**src/hdl/pixel_demote_premultiply_core_macros.svh**
```systemverilog
// Assertion macros shared by the pixel demote and premultiply RTL.
`ifndef PIXEL_DEMOTE_PREMULTIPLY_CORE_MACROS_SVH
`define PIXEL_DEMOTE_PREMULTIPLY_CORE_MACROS_SVH

// Same-cycle implication, checked out of reset.
`define PDP_ASSERT_NOW(label, ante, cons, msg) \
    label: assert property (@(posedge clk) disable iff (!rst_n) (ante) |-> (cons)) \
        else $error(msg);

// Next-cycle implication, checked out of reset.
`define PDP_ASSERT_NEXT(label, ante, cons, msg) \
    label: assert property (@(posedge clk) disable iff (!rst_n) (ante) |=> (cons)) \
        else $error(msg);

`endif

```
**src/hdl/pdp_pkg.sv**
```systemverilog
// Types, constants and sample functions for the pixel demote and premultiply core.
package pdp_pkg;

    typedef logic [15:0] sample_t;

    localparam int unsigned LANES = 3;

    localparam sample_t FULL_DEEP = 16'd32768;
    localparam sample_t FULL_BYTE = 16'd255;

    localparam logic [1:0] REG_DEEP_SAMPLES       = 2'd0;
    localparam logic [1:0] REG_COLOR_PIXELS       = 2'd1;
    localparam logic [1:0] REG_ALPHA_PRESENT      = 2'd2;
    localparam logic [1:0] REG_PREMULTIPLY_ENABLE = 2'd3;

    typedef struct packed {
        logic load;
        logic deep;
        logic mul_en;
    } pdp_stage_t;

    function automatic sample_t demote(input sample_t v);
        sample_t vm1;
        begin
            vm1 = v - 16'd1;
            if (v > FULL_DEEP)
                demote = {1'b0, vm1[15:1]} + 16'd1;
            else
                demote = {1'b0, v[15:1]};
        end
    endfunction

    function automatic sample_t take_sample(input sample_t raw, input logic deep);
        begin
            if (deep)
                take_sample = demote(raw);
            else
                take_sample = {8'd0, raw[7:0]};
        end
    endfunction

endpackage

```
**src/hdl/pdp_lane.sv**
```systemverilog
// One colour lane: alpha product register and rounded division by full scale.
module pdp_lane (
    input  logic                clk,
    input  pdp_pkg::pdp_stage_t ctl,
    input  pdp_pkg::sample_t    sample,
    input  pdp_pkg::sample_t    alpha,
    output pdp_pkg::sample_t    result
);
    import pdp_pkg::*;

    sample_t     alpha_op;
    logic [30:0] prod_next;
    logic [30:0] prod_reg;
    logic        deep_reg;
    logic [30:0] deep_sum;
    logic [16:0] byte_bias;
    logic [16:0] byte_sum;

    always_comb
    begin
        if (ctl.mul_en)
            alpha_op = alpha;
        else if (ctl.deep)
            alpha_op = FULL_DEEP;
        else
            alpha_op = FULL_BYTE;
        prod_next = {15'd0, sample} * {15'd0, alpha_op};
    end

    always_ff @(posedge clk)
    begin
        if (ctl.load)
        begin
            prod_reg <= prod_next;
            deep_reg <= ctl.deep;
        end
    end

    always_comb
    begin
        deep_sum  = prod_reg + 31'd16384;
        byte_bias = prod_reg[16:0] + 17'd128;
        byte_sum  = byte_bias + {8'd0, byte_bias[16:8]};
        if (deep_reg)
            result = deep_sum[30:15];
        else
            result = {8'd0, byte_sum[15:8]};
    end

endmodule

```
**src/hdl/pdp_merge.sv**
```systemverilog
// Output stage: gathers lane results, alpha and last into the outgoing transfer.
module pdp_merge (
    input  logic                          clk,
    input  logic                          rst_n,
    input  logic                          in_valid,
    input  logic [pdp_pkg::LANES-1:0][15:0] lane_result,
    input  pdp_pkg::sample_t              alpha,
    input  logic                          last,
    output logic                          take,
    output logic                          m_tvalid,
    input  logic                          m_tready,
    output logic [63:0]                   m_tdata,  // result_first, result_second,
                                                    // result_third, result_alpha
    output logic                          m_tlast
);
    import pdp_pkg::*;

    logic        valid_reg;
    logic [63:0] data_reg;
    logic        last_reg;

    assign take = !valid_reg || m_tready;

    always_ff @(posedge clk or negedge rst_n)
    begin
        if (!rst_n)
            valid_reg <= 1'b0;
        else if (take)
            valid_reg <= in_valid;
    end

    always_ff @(posedge clk)
    begin
        if (take && in_valid)
        begin
            data_reg <= {alpha, lane_result[2], lane_result[1], lane_result[0]};
            last_reg <= last;
        end
    end

    assign m_tvalid = valid_reg;
    assign m_tdata  = data_reg;
    assign m_tlast  = last_reg;

endmodule

```
**src/hdl/pixel_demote_premultiply_core.sv**
```systemverilog
// Top level of the pixel demote and premultiply core.
//  channel | direction | carries
//  s_*     | in        | tdata: sample_first..sample_alpha, tlast: last_in
//  m_*     | out       | tdata: result_first..result_alpha, tlast: last_out
//  cfg_*   | in        | register writes, index 0..3, bit 0 of data kept
// One pixel per cycle while m_tready is high; valid passes v1_reg and v2_reg before m_tvalid.
// Stages: sample select and demotion, one 16x16 product per lane, rounding into output.
// A stall at the output fills the pipeline; s_tready drops only once all stages hold data.
// Reset clears valid flags and sets registers to 8-bit, colour, alpha, no premultiply.
`include "pixel_demote_premultiply_core_macros.svh"
module pixel_demote_premultiply_core (
    input  logic        clk,
    input  logic        rst_n,
    input  logic        s_tvalid,
    output logic        s_tready,
    input  logic [63:0] s_tdata,   // sample_first, sample_second, sample_third, sample_alpha
    input  logic        s_tlast,
    output logic        m_tvalid,
    input  logic        m_tready,
    output logic [63:0] m_tdata,   // result_first, result_second, result_third, result_alpha
    output logic        m_tlast,
    input  logic        cfg_we,
    input  logic [1:0]  cfg_index,
    input  logic        cfg_data
);
    import pdp_pkg::*;

    logic deep_reg;
    logic color_reg;
    logic alpha_en_reg;
    logic premul_reg;

    logic                     v1_reg;
    logic [LANES-1:0][15:0]   c1_reg;
    sample_t                  a1_reg;
    logic                     deep1_reg;
    logic                     mul1_reg;
    logic                     last1_reg;

    logic                     v2_reg;
    sample_t                  a2_reg;
    logic                     last2_reg;

    logic                     take;
    logic                     load2;
    logic                     load1;
    logic                     s_xfer;
    pdp_stage_t               lane_ctl;
    logic [LANES-1:0][15:0]   lane_result;
    sample_t                  a_next;
    logic [LANES-1:0][15:0]   c_next;

    always_ff @(posedge clk or negedge rst_n)
    begin
        if (!rst_n)
        begin
            deep_reg     <= 1'b0;
            color_reg    <= 1'b1;
            alpha_en_reg <= 1'b1;
            premul_reg   <= 1'b0;
        end
        else if (cfg_we)
        begin
            case (cfg_index)
                REG_DEEP_SAMPLES:       deep_reg     <= cfg_data;
                REG_COLOR_PIXELS:       color_reg    <= cfg_data;
                REG_ALPHA_PRESENT:      alpha_en_reg <= cfg_data;
                REG_PREMULTIPLY_ENABLE: premul_reg   <= cfg_data;
                default:                deep_reg     <= deep_reg;
            endcase
        end
    end

    assign load2    = !v2_reg || take;
    assign load1    = !v1_reg || load2;
    assign s_tready = load1;
    assign s_xfer   = s_tvalid && s_tready;

    always_comb
    begin
        c_next[0] = take_sample(s_tdata[15:0], deep_reg);
        c_next[1] = color_reg ? take_sample(s_tdata[31:16], deep_reg) : 16'd0;
        c_next[2] = color_reg ? take_sample(s_tdata[47:32], deep_reg) : 16'd0;
        a_next    = alpha_en_reg ? take_sample(s_tdata[63:48], deep_reg) : 16'd0;
    end

    always_ff @(posedge clk or negedge rst_n)
    begin
        if (!rst_n)
        begin
            v1_reg <= 1'b0;
            v2_reg <= 1'b0;
        end
        else
        begin
            if (load1)
                v1_reg <= s_tvalid;
            if (load2)
                v2_reg <= v1_reg;
        end
    end

    always_ff @(posedge clk)
    begin
        if (s_xfer)
        begin
            c1_reg    <= c_next;
            a1_reg    <= a_next;
            deep1_reg <= deep_reg;
            mul1_reg  <= premul_reg && alpha_en_reg;
            last1_reg <= s_tlast;
        end
        if (load2 && v1_reg)
        begin
            a2_reg    <= a1_reg;
            last2_reg <= last1_reg;
        end
    end

    always_comb
    begin
        lane_ctl.load   = load2 && v1_reg;
        lane_ctl.deep   = deep1_reg;
        lane_ctl.mul_en = mul1_reg;
    end

    for (genvar i = 0; i < LANES; i++)
    begin : g_lane
        pdp_lane u_lane (
            .clk    (clk),
            .ctl    (lane_ctl),
            .sample (c1_reg[i]),
            .alpha  (a1_reg),
            .result (lane_result[i])
        );
    end

    pdp_merge u_merge (
        .clk         (clk),
        .rst_n       (rst_n),
        .in_valid    (v2_reg),
        .lane_result (lane_result),
        .alpha       (a2_reg),
        .last        (last2_reg),
        .take        (take),
        .m_tvalid    (m_tvalid),
        .m_tready    (m_tready),
        .m_tdata     (m_tdata),
        .m_tlast     (m_tlast)
    );

    `PDP_ASSERT_NOW(a_stall_full, v1_reg && !s_tready,
        v2_reg && m_tvalid && !m_tready, "input stalled while pipeline not full")
    `PDP_ASSERT_NEXT(a_stage2_hold, v2_reg && !take, v2_reg,
        "stage two data lost during output stall")
    `PDP_ASSERT_NOW(a_first_range, m_tvalid, m_tdata[15:0] <= FULL_DEEP,
        "result_first above full scale")
    `PDP_ASSERT_NOW(a_alpha_range, m_tvalid, m_tdata[63:48] <= FULL_DEEP,
        "result_alpha above full scale")

endmodule
```
**config.mk**
```make
export PLATFORM = sky130hd
export DESIGN_NAME = pixel_demote_premultiply_core
export DESIGN_NICKNAME = d
export VERILOG_FILES = /design/src/hdl/pdp_pkg.sv /design/src/hdl/pdp_lane.sv /design/src/hdl/pdp_merge.sv /design/src/hdl/pixel_demote_premultiply_core.sv
export VERILOG_INCLUDE_DIRS = /design/src /design/src/hdl
export SDC_FILE = /design/constraint.sdc
export NUM_CORES = 2
export LEC_CHECK = 0
export BUFFER_PORTS_ARGS = -buffer_cell sky130_fd_sc_hd__buf_2
export CORE_MARGIN = 10
export CORE_UTILIZATION = 55
export CTS_CLUSTER_DIAMETER = 60
export DETAILED_ROUTE_END_ITERATION = 10
export GPL_TIMING_DRIVEN = 0
export HOLD_SLACK_MARGIN = 0.02
export PLACE_DENSITY = 0.75
export SLEW_MARGIN = 20
export SYNTH_ARGS = -nofsm -noshare
export SYNTH_HDL_FRONTEND = slang
export SYNTH_HIERARCHICAL = 1
export SYNTH_SLANG_ARGS = --single-unit
```
**constraint.sdc**
```tcl
create_clock -name clk -period 7.3 [get_ports clk]
set_input_delay 0.73 -clock clk [delete_from_list [all_inputs] [get_ports clk]]
set_output_delay 0.73 -clock clk [all_outputs]
set_load 0.02 [all_outputs]
```
Word-level counts from Yosys, hierarchy flattened
Index checks and enable logic that the tools add are counted.
{"block": "totals", "register_bits": 250, "inputBits": 73, "out_inout_bits": 67, "wordCells": 94}
{"block": "op_classes", "addsub": 17, "mul": 3, "n_lt_le_gt_ge": 4, "n_eq_ne": 3, "muxes": 13, "reduce_logical": 21}
{"operator": "$add A31 B15 Y31 const B", "n": 3}
{"operator": "$mul A16 B16 Y31", "n": 3}
{"operator": "$add A15 B1 Y16 const B", "n": 4}
{"operator": "$gt A16 B16 Y1 const B", "n": 4}
{"operator": "$sub A16 B1 Y16 const B", "n": 4}
{"operator": "$mux W15", "n": 4}
{"operator": "$mux W8", "n": 7}
{"operator": "$add A17 B8 Y17 const B", "n": 3}
{"operator": "$add A16 B9 Y16", "n": 3}
{"operator": "$mux W16", "n": 2}
{"operator": "$reduce_and A2 Y1", "n": 7}
{"operator": "$reduce_and A3 Y1", "n": 3}
{"operator": "$eq A2 B2 Y1 const B", "n": 2}
{"operator": "$logic_and A1 B1 Y1", "n": 4}
{"operator": "$logic_not A1 Y1", "n": 3}
{"operator": "$logic_or A1 B1 Y1", "n": 3}
{"operator": "$eq A2 B1 Y1 const B", "n": 1}
{"operator": "$logic_not A2 Y1", "n": 1}

Longest topological paths before layout
{"block": "depth", "word_depth": 5, "mapped_depth": 26, "ltp_nobuf": 24}

Modules after synthesis
Netlist, hierarchy kept.
{"mod": "pdp_lane at g_lane[1].u_lane", "instances": 1, "cells_per_inst": 1186, "area_each_um2": 10496.3, "seq_area_each_um2": 960.9}
{"mod": "pdp_lane at g_lane[2].u_lane", "instances": 1, "cells_per_inst": 1174, "area_each_um2": 10491.3, "seq_area_each_um2": 960.9}
{"mod": "pdp_lane at g_lane[0].u_lane", "instances": 1, "cells_per_inst": 1158, "area_each_um2": 10376.2, "seq_area_each_um2": 960.9}
{"mod": "pixel_demote_premultiply_core", "instances": 1, "cells_per_inst": 831, "area_each_um2": 7153.1, "seq_area_each_um2": 2675.1}
{"mod": "pdp_merge", "instances": 1, "cells_per_inst": 69, "area_each_um2": 2005.7, "seq_area_each_um2": 1976.9}

Worst setup path after synthesis
OpenSTA, ideal clock, no wires.
{"block": "synth_path", "kind": "flip-flop to flip-flop", "from": "reg mul1_reg", "to": "reg g_lane[2].u_lane.prod_reg[18] (data pin)", "setup_ns": 0.272, "arrival_time_ns": 6.579, "required_ns": 7.028, "slack_ns": 0.449, "path_stages_with_launch": 23, "n_path_buf": 2, "period_less_slack_ns": 6.851, "path_cell_list": "edfxtp_1 > clkbuf_1 > nor2_1 > a21o_1 > buf_1 > nand2_1 > fa_1 > fa_1 > fa_1 > fa_1 > inv_1 > fa_1 > inv_1 > fa_1 > inv_1 > ha_1 > a21o_1 > a21oi_1 > a21boi_1 > or3_1 > a21oi_2 > mux2i_1 > or4_1"}
{"block": "synth_between", "elab_chain_cells": 2}
{"item": "from (decl)", "line_no": "pixel_demote_premultiply_core.sv:37", "rtl": "logic mul1_reg;"}
{"item": "from (signal assigned)", "line_no": "pixel_demote_premultiply_core.sv:110", "rtl": "mul1_reg <= premul_reg && alpha_en_reg;"}
{"item": "$mux W16", "line_no": "pdp_lane.sv:21", "rtl": "if (ctl.mul_en)"}
{"item": "$mul A16 B16 Y31", "line_no": "pdp_lane.sv:27", "rtl": "prod_next = {15'd0, sample} * {15'd0, alpha_op};"}
{"item": "net g_lane[2].u_lane.prod_next[18]", "line_no": "pdp_lane.sv:12", "rtl": "logic [30:0] prod_next;"}
{"item": "to (signal assigned)", "line_no": "pdp_lane.sv:34", "rtl": "prod_reg <= prod_next;"}
{"item": "to (decl)", "line_no": "pdp_lane.sv:13", "rtl": "logic [30:0] prod_reg;"}
The timed path passes the listed nets, and every way through them passes these cells.
A chain may end at the register's enable or synchronous reset.

Final worst setup path
{"block": "layout_path", "from": "reg mul1_reg", "to": "reg g_lane[0].u_lane.prod_reg[28] (data pin)"}
{"block": "layout_between", "elab_chain_cells": 2}
{"item": "$mux W16", "line_no": "pdp_lane.sv:21"}
{"item": "$mul A16 B16 Y31", "line_no": "pdp_lane.sv:27"}
{"item": "net g_lane[0].u_lane.prod_next[28]", "line_no": "pdp_lane.sv:12"}
{"item": "to (signal assigned)", "line_no": "pdp_lane.sv:34"}
{"item": "to (decl)", "line_no": "pdp_lane.sv:13"}
The timed path passes the listed nets, and every way through them passes these cells.

==> impl_metrics.toml <==
[outcome]
status = "complete, no violations"

[critical_path]
cp-end-kind = "flip-flop"
cp_max_fo = 10
r2r-start = "mul1_reg"
cp.required_ns = 7.62
cp-startpoint = "mul1_reg"
critPathLaunchType = "flip-flop"
critPathArrivalTime_ns = 7.49
r2r_setup_slack_ns = 0.13
worst-setup-path-type = "flip-flop to flip-flop"
r2r-end = "g_lane[0].u_lane/prod_reg[28]"
crit_end = "g_lane[0].u_lane/prod_reg[28]"
worstRegToRegCells = 22

[clock_tree]
clk_latency_ns = 0.58
cts_root_buffer = "clkbuf_16"
cts.sinks = 252
path_clk_slew_ns = 0.06
cts.path.max_buffers = 3
cts_tree = "built"
cts.htree.levels = 2
cts_made_buffers = 37

[global_route]
grt_pass1_wl_mm = 178
antenna_found_initial = 11
overflow = 0
grt_usage_pct = 26.0
grt.met2_usage_pct = 40.3
grt_use_met3_pct = 7.17
grt_use_met1_pct = 34.1
grt_max_degree = 66
grt_pass1_vias = 32800
busiest_layer = "met2"

[timing]
slew_headroom_pct = 34.2
period_share_pct = 98.3
worst_clock_skew_ns = 0.0466
setup_viol = 0
worst_pin_slew_ns = 0.981
period_minus_slack_ns = 7.17
slew_violations = 0
hold_viol = 0
fin_tns_setup_ns = 0
clock.fmax_mhz = 139

[detailed_routing]
ant_nets = 0
drt-total-wl_mm = 113
route.detailed.drc = 0
wl_per_cell_um = 20.2
vias = 32600
drt-initial-drc-count = 2919
first_pass_iters = 6
viasPerCell = 5.84

[floorplan]
initial_core_util_pct = 55.5
io_pins = 140
core_area_mm2 = 0.0730
dieArea_mm2 = 0.0849
row_count = 99
fp.dieH_um = 291
die_x_um = 291

[logic_synthesis]
ys_types = 109
synth_seq_cells = 252
synth.most_common_cell = "inv_1"
synth.avg_cell_area_um2 = 9.17
ys_seq_area_share_pct = 18.6
netlist_instances = 4418
async_flop_share_pct = 2.78
post-synth-top-area-fraction_pct = 28.6
ys_warn_count = 6
synth.area.top_cells = "fa_1 (29%), edfxtp_1 (18%), ha_1 (10%)"
synth_edf_count = 245
synth_common_cells = "inv_1 (747), fa_1 (579), nand2_1 (568)"
synth-main-ff-cell = "edfxtp_1"
syn_area_mm2 = 0.0405
syn_nets = 5405
synth_area_leader_cell = "fa_1"

[finish]
fin_nets = 5580
final_util_pct = 60.5
syn_to_final_growth_pct = 9.01
final_cell_area_mm2 = 0.0442
drive_above_1_share_pct = 7.53
largest_reg_flops = 93

[job]
cap_violations = 0

[power]
p_per_area_mw_per_mm2 = 504
vdd_drop_max_mv = 0.626
leakage_nw = 20.9

[placement]
place.port_buffers = 114
place.gp.congestion = 0.994
place_area_mm2 = 0.0424
dp_hpwl_mm = 88.8

[min_path]
min_path_type = "input pin to flip-flop"
[stage by stage]
step | total power [mW] | cells | hold slack (ns) | setup WS, ns
after floorplan | 15.9 | 4418 | 0.400 | 0.449
after global placement | 19.5 | 5491 | 0.401 | -0.784
after detailed placement | 19.9 | 5495 | 0.405 | -0.856
after CTS | 21.9 | 5565 | 0.311 | -0.0927
after global routing | 24.6 | 5580 | 0.322 | -0.0213
final | 22.3 | 5585 | 0.325 | 0.126
[layout by cell type (no fill, tap or decap), types with 10 or more instances in the layout]
master,instances
o21a_1,21
o21bai_1,13
fa_1,579
a21o_2,12
a21o_1,48
o211ai_1,16
clkbuf_4,20
nor4_1,19
xor2_1,65
and3_1,180
nand4_1,34
inv_1,747
ha_1,335
nand3_1,83
a211oi_1,12
nor3_1,51
clkbuf_1,152
or4_1,11
a31oi_1,22
nor3b_1,12
nor2b_1,18
o21ai_1,18
nand2b_1,40
o21ai_0,101
o31ai_1,12
a311oi_1,10
edfxtp_1,245
or3_1,40
xnor2_1,135
mux2i_1,25
and2_1,258
buf_4,27
clkbuf_16,39
nand2_1,568
buf_2,117
nand3b_1,10
nor2_1,141
a21oi_1,106
[power by group]
part	switching [mW]	internal, mW
logic	10.2	7.18
registers	0.374	2.75
clock network	0.733	1.07
total	11.3	11.0
[kinds of logic (layout without fill, tap and decap cells)]
logic type,Yosys count,in the layout,share of synthesized area (%)
adder cells (fa/ha/maj),914,914,38.9
multiplexers,34,34,0.868
AO/OA/AOI/OAI,539,539,9.03
AND/OR/NAND/NOR,1530,1530,19.3
buffers and inverters,948,1149,8.88
other,0,7,0
flip-flops,252,252,18.6
XOR/XNOR,201,201,4.38
[worst min path at each step]
| stage | startpoint | endpoint | cells after the start |
|---|---|---|---|
| 5_1_grt | s_tlast | last1_reg | 1 |
| 6_report | s_tlast | last1_reg | 1 |
| 3_3_place_gp | a2_reg[2] | u_merge/m_tdata[50] | 0 |
| 3_5_place_dp | a2_reg[0] | u_merge/m_tdata[48] | 0 |
| 2_1_floorplan | last1_reg | last2_reg | 0 |
| 4_1_cts | s_tlast | last1_reg | 1 |
[final cells by class]
class	count	area, um^2
inverters	748	2810
multi-input cells	3218	29600
repair buffers	148	926
clock inverters	22	239
fillers	6133	28800
diodes	7	17.5
plain buffers	188	838
clock buffers	43	991
well taps	959	1200
flip-flops and latches	252	7530
[layer usage]
metal	vias to the layer above	routed length [um]
met3	330	12600
met1	15800	45300
met4	18	4910
met2	1643	49900
li1	14800	-
met5	-	126
[critical path: stages (launching register included)]
cell and delay [ns]:
edfxtp_1 0.42, buf_4 0.17, clkbuf_4 0.23, clkbuf_4 0.23, a21o_2 0.24, clkbuf_4 0.25
nand2_1 0.10, fa_1 0.66, fa_1 0.47, fa_1 0.52, inv_1 0.06, fa_1 0.48
fa_1 0.58, inv_1 0.07, fa_1 0.58, inv_1 0.06, ha_1 0.27, o41a_1 0.44
a41o_1 0.32, a31oi_1 0.26, o21bai_1 0.14, o31ai_1 0.26, xnor2_1 0.09
[repair_timing]
item,CTS,global route
endpoints found under the hold margin,5,0
gates resized for setup,46,98
buffers inserted,12,16
pin swaps,0,2
endpoints found under the setup margin,49,35
hold buffers,1,0
No activity file was read; power rests on OpenSTA's default activity.
